--- src/design/sid_pkg.sv ---
`timescale 1ns / 1ps
// ----------------------------------------------------------------------------
// Signed integer divider package
// Shared width constants, request and result types, sequencer states and the
// control bundle passed from the sequencer to the datapath.
// ----------------------------------------------------------------------------
package sid_pkg;

  // Operand and quotient width, and the width of the bit counter.
  localparam int DataWidth = 32;
  localparam int CntWidth  = $clog2(DataWidth);

  // One division request.
  typedef struct packed {
    logic signed [DataWidth-1:0] numerator;
    logic signed [DataWidth-1:0] denominator;
  } sid_req_t;

  // One division result.
  typedef struct packed {
    logic signed [DataWidth-1:0] quotient;
    logic                        divide_by_zero;
    logic                        overflowed;
  } sid_res_t;

  // Sequencer states.
  typedef enum logic [1:0] {
    StIdle,
    StSetup,
    StIter,
    StFix
  } sid_state_e;

  // Control strobes from the sequencer to the datapath.
  typedef struct packed {
    logic load;
    logic setup;
    logic iter;
    logic fix;
  } sid_ctrl_t;

endpackage

--- src/design/sid_ctrl.sv ---
`timescale 1ns / 1ps
// ----------------------------------------------------------------------------
// Signed integer divider sequencer
// Steps each request through operand setup, one iteration per quotient bit
// and the final sign fix-up, and drives the datapath strobes.
// ----------------------------------------------------------------------------
module sid_ctrl
  import sid_pkg::*;
(
  input  logic      clk_i,
  input  logic      rst_ni,
  input  logic      start,
  output logic      busy,
  output sid_ctrl_t ctrl_o
);

  sid_state_e          state_q, state_d;
  logic [CntWidth-1:0] cnt_q, cnt_d;

  // State and bit counter registers.
  always_ff @(posedge clk_i or negedge rst_ni) begin
    if (!rst_ni) begin
      state_q <= StIdle;
      cnt_q   <= '0;
    end else begin
      state_q <= state_d;
      cnt_q   <= cnt_d;
    end
  end

  // Next state and counter.
  always_comb begin
    state_d = state_q;
    cnt_d   = cnt_q;
    case (state_q)
      StIdle: begin
        if (start) begin
          state_d = StSetup;
        end
      end
      StSetup: begin
        state_d = StIter;
        cnt_d   = CntWidth'(DataWidth - 1);
      end
      StIter: begin
        if (cnt_q == '0) begin
          state_d = StFix;
        end else begin
          cnt_d = cnt_q - CntWidth'(1);
        end
      end
      StFix: begin
        state_d = StIdle;
      end
      default: begin
        state_d = StIdle;
      end
    endcase
  end

  // Outputs decoded from the current state.
  always_comb begin
    busy         = 1'b1;
    ctrl_o.load  = 1'b0;
    ctrl_o.setup = 1'b0;
    ctrl_o.iter  = 1'b0;
    ctrl_o.fix   = 1'b0;
    case (state_q)
      StIdle: begin
        busy        = 1'b0;
        ctrl_o.load = start;
      end
      StSetup: begin
        ctrl_o.setup = 1'b1;
      end
      StIter: begin
        ctrl_o.iter = 1'b1;
      end
      StFix: begin
        ctrl_o.fix = 1'b1;
      end
      default: begin
        busy = 1'b1;
      end
    endcase
  end

endmodule

--- src/design/sid_datapath.sv ---
`timescale 1ns / 1ps
// ----------------------------------------------------------------------------
// Signed integer divider datapath
// Holds the operands, turns them into magnitudes, shifts the dividend through
// a restoring subtract stage one bit per cycle and applies the sign.
// ----------------------------------------------------------------------------
module sid_datapath
  import sid_pkg::*;
(
  input  logic      clk_i,
  input  logic      rst_ni,
  input  sid_ctrl_t ctrl_i,
  input  sid_req_t  req_i,
  output logic      done_o,
  output sid_res_t  res_o
);

  localparam logic [DataWidth-1:0] MinVal = {1'b1, {(DataWidth-1){1'b0}}};
  localparam logic [DataWidth-1:0] MaxVal = {1'b0, {(DataWidth-1){1'b1}}};

  logic [DataWidth-1:0] num_q, den_q;
  logic [DataWidth-1:0] den_mag_q;
  logic [DataWidth-1:0] rem_q, rem_d;
  logic [DataWidth-1:0] quo_q, quo_d;
  logic                 neg_q, dz_q, ovf_q;
  logic                 done_q;
  sid_res_t             res_q;

  logic [DataWidth:0]   rem_shift;
  logic [DataWidth:0]   diff;
  logic                 q_bit;
  logic [DataWidth-1:0] num_mag, den_mag;
  logic [DataWidth-1:0] quo_signed;

  // Magnitudes of the captured operands.
  assign num_mag = num_q[DataWidth-1] ? (DataWidth'(0) - num_q) : num_q;
  assign den_mag = den_q[DataWidth-1] ? (DataWidth'(0) - den_q) : den_q;

  // Restoring step: bring in the next dividend bit and try the subtract.
  assign rem_shift = {rem_q, quo_q[DataWidth-1]};
  assign diff      = rem_shift - {1'b0, den_mag_q};
  assign q_bit     = ~diff[DataWidth];

  always_comb begin
    rem_d = rem_q;
    quo_d = quo_q;
    if (ctrl_i.setup) begin
      rem_d = '0;
      quo_d = num_mag;
    end else if (ctrl_i.iter) begin
      rem_d = q_bit ? diff[DataWidth-1:0] : rem_shift[DataWidth-1:0];
      quo_d = {quo_q[DataWidth-2:0], q_bit};
    end
  end

  // Quotient with the sign applied.
  assign quo_signed = neg_q ? (DataWidth'(0) - quo_q) : quo_q;

  // Operand, shift and flag registers.
  always_ff @(posedge clk_i) begin
    if (ctrl_i.load) begin
      num_q <= req_i.numerator;
      den_q <= req_i.denominator;
    end
    if (ctrl_i.setup) begin
      den_mag_q <= den_mag;
      neg_q     <= num_q[DataWidth-1] ^ den_q[DataWidth-1];
      dz_q      <= (den_q == '0);
      ovf_q     <= (num_q == MinVal) && (den_q == '1);
    end
    rem_q <= rem_d;
    quo_q <= quo_d;
  end

  // Result register, loaded once per request.
  always_ff @(posedge clk_i) begin
    if (ctrl_i.fix) begin
      res_q.divide_by_zero <= dz_q;
      res_q.overflowed     <= ovf_q & ~dz_q;
      if (dz_q) begin
        res_q.quotient <= '0;
      end else if (ovf_q) begin
        res_q.quotient <= MaxVal;
      end else begin
        res_q.quotient <= quo_signed;
      end
    end
  end

  // Result strobe, high for one cycle.
  always_ff @(posedge clk_i or negedge rst_ni) begin
    if (!rst_ni) begin
      done_q <= 1'b0;
    end else begin
      done_q <= ctrl_i.fix;
    end
  end

  assign done_o = done_q;
  assign res_o  = res_q;

endmodule

--- src/design/signed_integer_divider.sv ---
`timescale 1ns / 1ps
// ----------------------------------------------------------------------------
// Signed integer divider
// Signed division truncated toward zero with divide-by-zero and overflow flags.
// ----------------------------------------------------------------------------
// A request is taken at a rising edge where start is high and busy is low.
// Its result appears on res_o with done_o high for exactly one cycle, after
// a setup step forms the operand magnitudes, the restoring subtract stage
// retires one quotient bit per cycle, and a fix-up step applies the sign.
// The receiver cannot stall the block, so it must take the result in the
// cycle done_o is high; busy falls in that same cycle and a new request may
// be issued at once.
// A zero divisor gives quotient 0 with divide_by_zero set; the most negative
// value divided by minus one saturates to the largest positive value with
// overflowed set.
module signed_integer_divider
  import sid_pkg::*;
(
  input  logic     clk_i,
  input  logic     rst_ni,
  input  logic     start,
  output logic     busy,
  input  sid_req_t req_i,
  output logic     done_o,
  output sid_res_t res_o
);

  sid_ctrl_t ctrl;

  // Sequencer.
  sid_ctrl u_ctrl (
    .clk_i  (clk_i),
    .rst_ni (rst_ni),
    .start  (start),
    .busy   (busy),
    .ctrl_o (ctrl)
  );

  // Shift-and-subtract datapath.
  sid_datapath u_datapath (
    .clk_i  (clk_i),
    .rst_ni (rst_ni),
    .ctrl_i (ctrl),
    .req_i  (req_i),
    .done_o (done_o),
    .res_o  (res_o)
  );

endmodule
--- config.mk ---
export PLATFORM = sky130hd
export DESIGN_NAME = signed_integer_divider
export DESIGN_NICKNAME = d
export VERILOG_FILES = /design/src/design/sid_pkg.sv /design/src/design/sid_ctrl.sv /design/src/design/sid_datapath.sv /design/src/design/signed_integer_divider.sv
export SDC_FILE = /design/constraint.sdc
export NUM_CORES = 1
export LEC_CHECK = 0
export BUFFER_PORTS_ARGS = -buffer_cell sky130_fd_sc_hd__buf_2
export CAP_MARGIN = 10
export CORE_ASPECT_RATIO = 1.5
export CORE_UTILIZATION = 35
export CTS_BUF_LIST = sky130_fd_sc_hd__clkbuf_8 sky130_fd_sc_hd__clkbuf_16
export DETAILED_ROUTE_END_ITERATION = 8
export PLACE_DENSITY = 0.52
export SETUP_SLACK_MARGIN = 0.05
export SLEW_MARGIN = 20
export SYNTH_ARGS = -nofsm -noshare
export SYNTH_HDL_FRONTEND = slang
export SYNTH_SLANG_ARGS = --single-unit
--- constraint.sdc ---
create_clock -name clk_i -period 3.5 [get_ports clk_i]
set_clock_uncertainty 0.1 [all_clocks]
set_input_delay 0.525 -clock clk_i [delete_from_list [all_inputs] [get_ports clk_i]]
set_output_delay 0.525 -clock clk_i [all_outputs]
set_load 0.05 [all_outputs]
==> flow_metrics.py, run 1 <==
metrics = {
    "pwr": {
        "swShare_pct": 43.1,
        "comb_power_share_pct": 47.5,
        "vdd_drop_max_v": 0.000509,
        "p_leak_nw": 4.98,
        "clkPwrFrac_pct": 17.2,
        "powerDensity_mw_per_mm2": 1000,
        "seq_power_share_pct": 35.3,
        "power_w": 0.0132,
        "p_int_w": 0.00748,
        "p_switching_w": 0.00567,
    },
    "final_layout": {
        "nNetsFinal": 1298,
        "syn_to_final_growth_pct": 15.5,
        "fillers": 3132,
        "final_common_cell": "edfxtp_1",
        "drive_gt1_share_pct": 14.7,
        "instances_no_fill": 1611,
        "diodes": 0,
        "layout_common_cells": "edfxtp_1 (165), buf_2 (102), nor2_1 (97), nand2_1 (91), a21oi_1 (84)",
    },
    "floorplanning": {
        "core_area_sq_mm": 0.0318,
        "num_rows": 80,
        "fp.dieH_microns": 223,
        "start_util_pct": 35.7,
        "die_x_microns": 149,
        "ios": 103,
        "die_area_sq_mm": 0.0332,
    },
    "timing": {
        "max-slew-margin-rel_pct": 36.3,
        "period_needed_ns": 3.26,
        "rsz0062_at_grt": "true",
        "setup_violations": 0,
        "finalCritPeriodShare_pct": 93.2,
        "drv_slew": 0,
        "max_freq_ghz": 0.306,
        "hold_viol_final": 0,
        "worstMarginPinSlew_ns": 0.955,
        "tns_ns": 0,
    },
    "status": {
        "status": "complete, no violations",
    },
    "yosys": {
        "syn_nets": 1200,
        "synth_cell_types": 75,
        "syn_avg_cell_area_sq_um": 10.4,
        "synth_top_family_by_area": "compound AO/OA/AOI/OAI gates",
        "synth_xor_area_share_pct": 8.48,
        "yosysWarningCount": 0,
        "ys_ff_latch": 205,
        "synth_simple_gate_area_share_pct": 14.8,
        "yosysSeqAreaShare_pct": 51.0,
        "syn_inst": 1089,
        "async_flop_share_pct": 3.90,
        "synthAdderAreaFrac_pct": 4.91,
        "synthMuxAreaShare_pct": 1.45,
        "synth_compound_area_share_pct": 15.8,
        "synth_edf_count": 165,
        "netlist_area_sq_mm": 0.0114,
        "synth_flop_cell": "edfxtp_1",
    },
    "drt": {
        "viasPerCell": 5.14,
        "num_vias": 8273,
        "drcViolationCount": 0,
        "drt-total-wl_microns": 26300,
        "dr_wl_met3_microns": 1100,
        "drt_iter0_drc": 493,
        "wl_met1_microns": 12000,
        "firstDrtPassIters": 5,
        "wl_per_cell_microns": 16.3,
        "top_layer_used": "met4",
        "wl_met2_microns": 12600,
        "ant_nets": 0,
    },
    "clock_network": {
        "clk_latency_ns": 0.52,
        "clockBufferDepth": 3,
        "htreeDepth": 1,
        "cts-root-buf": "clkbuf_16",
        "cts_sinks": 205,
        "cts_setup_buffers": 0,
        "numCtsBuffers": 22,
        "cts_tree": "done",
        "clk_pin_slew_ns": 0.06,
    },
    "setup_path": {
        "crit_fanout": 23,
        "critPathLaunchType": "register",
        "path_class": "register to register",
        "endpoint_kind": "register",
        "cp.arrival_ns": 3.59,
        "required_ns": 3.82,
    },
    "placed_design": {
        "place_hpwl_microns": 19100,
        "io_buffers": 102,
        "gp_congestion": 0.839,
        "placed_cells": 1569,
    },
    "flow_run": {
        "maxCapViolations": 0,
    },
    "global_routing": {
        "grt_pass1_vias": 8167,
        "grt_pass1_wl_microns": 42500,
        "antenna_found_initial": 0,
        "grt_start_max_net_pins": 102,
        "grt_usage_pct": 16.0,
        "globalRouteOverflowTotal": 0,
    },
    "hold_path": {
        "min_path_type": "primary input to register",
    },
}
-- critical path, stage by stage, from the launching register on --
cell	delay, ns
edfxtp_1	0.36
inv_1	0.12
ha_1	0.20
fa_1	0.21
nand2b_1	0.17
a21oi_2	0.09
o211a_1	0.25
o31a_1	0.30
o211ai_1	0.41
nand3_2	0.22
buf_12	0.23
nand4bb_1	0.21
a311oi_1	0.28
-- layer usage --
layer | vias up | GRT usage (%)
met5 | - | 0
met4 | 0 | 5.46
met3 | 37 | 1.87
met2 | 173 | 26.4
met1 | 3825 | 21.5
li1 | 4238 | -
-- state kept, by name, summed over array words and instances (netlist names) --
register / cells
u_datapath.res_o: 34
u_datapath.quo_q: 32
u_datapath.dz_q: 1
u_datapath.den_q: 32
u_datapath.rem_q: 32
u_ctrl.cnt_q: 5
u_datapath.neg_q: 1
u_datapath.num_q: 32
u_datapath.done_o: 1
u_ctrl.state_q: 2
u_datapath.ovf_q: 1
u_datapath.den_mag_q: 32
-- cell usage after synthesis (14+ instances only) --
| library cell | number | area share, % |
|---|---|---|
| a311oi_1 | 16 | 1.2 |
| nand2_1 | 91 | 3.0 |
| edfxtp_1 | 165 | 44 |
| a21oi_1 | 85 | 3.7 |
| o21ai_0 | 49 | 2.2 |
| nor2_1 | 97 | 3.2 |
| or3_1 | 15 | 0.83 |
| xnor2_1 | 49 | 3.8 |
| nand4_1 | 17 | 0.94 |
| ha_1 | 43 | 4.7 |
| dfxtp_1 | 32 | 5.6 |
| inv_1 | 56 | 1.9 |
| nor3_1 | 15 | 0.66 |
| or4_1 | 14 | 0.93 |
| o31ai_1 | 28 | 1.9 |
| a211oi_1 | 17 | 1.1 |
| clkbuf_1 | 38 | 1.3 |
| xor2_1 | 61 | 4.7 |
| a21o_1 | 19 | 1.3 |
| nand3_1 | 20 | 0.88 |
-- through the flow --
stage                     area, sq um  hold WS (ns)  worst slack [ns]  util, %
final                           13100        0.0760             0.237     41.2
after global routing            13100        0.0475            0.0141     41.2
after CTS                       13100        0.0371             0.125     41.1
after detailed placement        12400         0.292            0.0957     38.8
after global placement          12400         0.289             0.166     38.8
after floorplan                 11400         0.129             0.415        -
-- cells by family after synthesis --
kind of cell    count (synthesis)
mux                            16
compound gates                273
flops                         205
simple gates                  337
fa+ha+maj                      44
xor+xnor                      110
buf+inv                       104
-- layout make-up --
type / count / area [sq um] / area share [%]
Sequential cell: 205 / 5800 / 44.2
Multi-Input combinational cell: 781 / 5200 / 39.6
Timing Repair Buffer: 120 / 701 / 5.34
Clock buffer: 22 / 551 / 4.20
Tap cell: 410 / 513 / 3.91
Inverter: 57 / 214 / 1.63
Clock inverter: 16 / 145 / 1.11
-- power by group through the flow --
stage          sequential, W  clock (W)  combinational, W
6_report             0.00464    0.00226           0.00625
5_1_grt              0.00476    0.00243           0.00698
4_1_cts              0.00467    0.00235           0.00620
3_5_place_dp         0.00472          0           0.00617
3_3_place_gp         0.00471          0           0.00612
2_1_floorplan        0.00496          0           0.00430
-- worst paths after layout --
check	start	to	slack, ns	cells past startpoint
min in group asynchronous	rst_ni	u_datapath.done_o	0.28	2
max	u_datapath.quo_q[31]	u_datapath.rem_q[26]	0.24	12
max in group asynchronous	rst_ni	u_ctrl.cnt_q[1]	2.84	2
min	req_i[58]	u_datapath.num_q[26]	0.08	1
min reg2reg	u_ctrl.cnt_q[0]	u_ctrl.cnt_q[0]	0.38	1
max reg2reg	u_datapath.quo_q[31]	u_datapath.rem_q[26]	0.24	12
-- repair_timing --
action                                  CTS  global route
pin swaps                                 0             1
cloned                                    0             1
endpoints found under the setup margin    1            10
gates resized for setup                   1             4
hold endpoints to repair                  8             0
hold buffers                              1             0
Power figures use the tool's default switching activity.
==> run 2: changes to the inputs <==
--- a/config.mk
+++ b/config.mk
@@ -11,9 +11,9 @@
 export CORE_UTILIZATION = 35
 export CTS_BUF_LIST = sky130_fd_sc_hd__clkbuf_8 sky130_fd_sc_hd__clkbuf_16
 export DETAILED_ROUTE_END_ITERATION = 8
-export PLACE_DENSITY = 0.52
 export SETUP_SLACK_MARGIN = 0.05
 export SLEW_MARGIN = 20
 export SYNTH_ARGS = -nofsm -noshare
 export SYNTH_HDL_FRONTEND = slang
+export SYNTH_HIERARCHICAL = 1
 export SYNTH_SLANG_ARGS = --single-unit
==> run 2 against run 1 <==
Net effect:
- sequential power shrank 2%
- global-route usage grew 0.18 points
- utilization grew 0.12 points
- power shrank 0.17%
- via count grew 5.0%
- first-iteration DRC count grew 4.7%
- final area grew 0.60%
- die area grew 0.24%
- non-clock buffer count grew 15
- count of clock-buffer cells in the layout shrank 1
- fmax shrank 3.4%
- area after synthesis grew 0.24%
- critical endpoint is now u_datapath/den_mag_q[30]
==> flow_metrics.py, run 2 <==
metrics = {
    "status": {
        "status": "complete, no violations",
    },
    "final_layout": {
        "syn_to_final_growth_pct": 15.9,
        "instances_no_fill": 1639,
        "nNetsFinal": 1323,
        "largest_reg_flops": 34,
        "layout_common_cells": "edfxtp_1 (165), buf_2 (102), a21oi_1 (102), nor2_1 (96), o21ai_0 (82)",
        "final_common_cell": "edfxtp_1",
        "drive_gt1_share_pct": 15.7,
        "fillers": 3076,
        "final_area_sq_mm": 0.0132,
    },
    "drt": {
        "drcViolationCount": 0,
        "viasPerCell": 5.30,
        "ant_nets": 0,
        "firstDrtPassIters": 5,
        "drt_iter0_drc": 516,
        "drt-total-wl_microns": 26800,
        "num_vias": 8683,
        "wl_per_cell_microns": 16.4,
    },
    "clock_network": {
        "clockBufferDepth": 3,
        "clk_pin_slew_ns": 0.06,
        "htreeDepth": 1,
        "cts-root-buf": "clkbuf_16",
        "clk_latency_ns": 0.52,
        "numCtsBuffers": 21,
        "cts_sinks": 205,
        "cts_tree": "done",
    },
    "global_routing": {
        "grt_start_max_net_pins": 70,
        "grt_pass1_vias": 8550,
        "grt_pass1_wl_microns": 43200,
        "grt_usage_pct": 16.2,
        "antenna_found_initial": 1,
        "globalRouteOverflowTotal": 0,
    },
    "pwr": {
        "vdd_drop_max_v": 0.000704,
        "power_w": 0.0131,
        "p_int_w": 0.00745,
        "powerDensity_mw_per_mm2": 995,
        "p_leak_nw": 4.92,
        "seq_power_share_pct": 34.7,
        "clkPwrFrac_pct": 16.8,
        "p_switching_w": 0.00568,
        "swShare_pct": 43.2,
        "comb_power_share_pct": 48.4,
    },
    "setup_path": {
        "endpoint_kind": "register",
        "cp.arrival_ns": 3.53,
        "required_ns": 3.65,
        "crit_fanout": 3,
        "path_class": "register to register",
        "critPathLaunchType": "register",
    },
    "yosys": {
        "syn_avg_cell_area_sq_um": 10.3,
        "synth_flop_cell": "edfxtp_1",
        "yosysMostFrequentCell": "edfxtp_1",
        "synth_cell_types": 65,
        "synth.cells.most_frequent": "edfxtp_1 (165), a21oi_1 (103), nor2_1 (97), o21ai_0 (83), nand2_1 (60)",
        "synth_edf_count": 165,
        "synth_area_leaders": "edfxtp_1 (44%), dfxtp_1 (5.6%), ha_1 (4.6%)",
        "async_flop_share_pct": 3.90,
        "yosysWarningCount": 6,
        "yosys.area.top_type": "edfxtp_1",
        "syn_nets": 1221,
        "synth_top_area_share_pct": 43.5,
        "netlist_area_sq_mm": 0.0114,
        "ys_ff_latch": 205,
        "yosysSeqAreaShare_pct": 50.9,
        "syn_inst": 1111,
    },
    "timing": {
        "rsz0062_at_grt": "true",
        "finalCritPeriodShare_pct": 96.6,
        "worst_slack_ns": 0.121,
        "max_freq_ghz": 0.296,
        "drv_slew": 0,
        "max-slew-margin-rel_pct": 44.9,
        "setup_violations": 0,
        "period_needed_ns": 3.38,
        "worstMarginPinSlew_ns": 0.805,
        "hold_viol_final": 0,
        "tns_ns": 0,
    },
    "floorplanning": {
        "fp.dieH_microns": 223,
        "start_util_pct": 35.7,
        "die_x_microns": 149,
        "core_area_sq_mm": 0.0319,
        "ios": 103,
        "die_area_sq_mm": 0.0333,
        "num_rows": 80,
    },
    "placed_design": {
        "dpl_cell_area_sq_mm": 0.0125,
        "io_buffers": 102,
        "dp_slack_ns": 0.0897,
        "gp_congestion": 0.862,
        "place_hpwl_microns": 19800,
        "placed_cells": 1596,
    },
    "flow_run": {
        "maxCapViolations": 0,
    },
    "hold_path": {
        "min_path_type": "primary input to register",
    },
}
[run 2: cell types whose count changed in the layout (fill, tap and decap cells not counted), sizes merged, moves of 6 or more]
| cell | change |
|---|---|
| buf | +15 |
| a311oi | +10 |
| o21ai | +31 |
| nor4 | -11 |
| xnor2 | +7 |
| nand3 | +13 |
| mux2i | -6 |
| nor3 | +7 |
| nand4 | +9 |
| a211oi | -8 |
| nand2 | -31 |
| a21oi | +19 |
| xor2 | -7 |
[run 2: worst paths after layout]
| check | startpoint | end | slack [ns] | cells after the start |
|---|---|---|---|---|
| setup / recovery | u_datapath/den_q[5] | u_datapath/den_mag_q[30] | 0.12 | 8 |
| hold / removal | req_i[62] | u_datapath/num_q[30] | 0.08 | 1 |
| setup reg to reg | u_datapath/den_q[5] | u_datapath/den_mag_q[30] | 0.12 | 8 |
| hold reg to reg | u_ctrl/cnt_q[0] | u_ctrl/cnt_q[0] | 0.40 | 1 |
| max in group asynchronous | rst_ni | u_ctrl/cnt_q[2] | 2.83 | 2 |
| min in group asynchronous | rst_ni | u_ctrl/state_q[0] | 0.27 | 2 |
[run 2: cell families (layout without fill, tap and decap cells)]
family / Yosys count / count (layout) / synth area share (%)
simple gates: 320 / 320 / 14.1
buf+inv: 112 / 229 / 3.69
other cells: 0 / 1 / 0
xor+xnor: 110 / 110 / 8.46
mux: 7 / 7 / 0.626
fa+ha+maj: 43 / 43 / 4.79
compound gates: 314 / 314 / 17.4
flops: 205 / 205 / 50.9
[run 2: routing by layer]
metal	track usage, %	vias to the layer above	wire, microns
met5	0	-	0
li1	-	4344	-
met4	7.18	0	949
met1	20.4	4088	11900
met2	27.3	189	13000
met3	2.17	62	969
[run 2: per-stage QoR]
step	hold WS [ns]	util (%)
floorplan	0.129	-
global placement	0.277	39.0
detailed placement	0.280	39.0
CTS	0.0494	41.2
global route	0.0592	41.3
finish	0.0771	41.3
[run 2: what timing repair did]
| action | CTS | global route |
|---|---|---|
| endpoints found under the hold margin | 8 | 0 |
| hold buffers | 1 | 0 |
| setup buffers | 0 | 2 |
| endpoints found under the setup margin | 0 | 19 |
| gates resized for setup | 0 | 6 |
[run 2: power groups by stage]
| stage | clock, W | combinational [W] | sequential (W) |
|---|---|---|---|
| final | 0.00221 | 0.00636 | 0.00456 |
| after global routing | 0.00236 | 0.00705 | 0.00468 |
| after global placement | 0 | 0.00617 | 0.00461 |
| after CTS | 0.00229 | 0.00630 | 0.00458 |
| after floorplan | 0 | 0.00430 | 0.00493 |
| after detailed placement | 0 | 0.00626 | 0.00463 |
[run 2: layout make-up]
type / count / area (sq um) / share of cell area [%]
flip-flops and latches: 205 / 5800 / 43.9
multi-input cells: 794 / 5210 / 39.5
repair buffers: 135 / 788 / 5.97
clock buffers: 21 / 526 / 3.98
well taps: 410 / 513 / 3.89
inverters: 56 / 210 / 1.59
clock inverters: 17 / 150 / 1.14
diodes: 1 / 2.50 / 0.0190
[run 2: critical path: stages, from the launching register on]
cell and delay, ns:
edfxtp_1 0.38, or4_1 0.54, or2_1 0.25, or4_4 0.49, or3_4 0.38, or3_4 0.35
or3_4 0.37, o31ai_4 0.18, xnor2_1 0.08
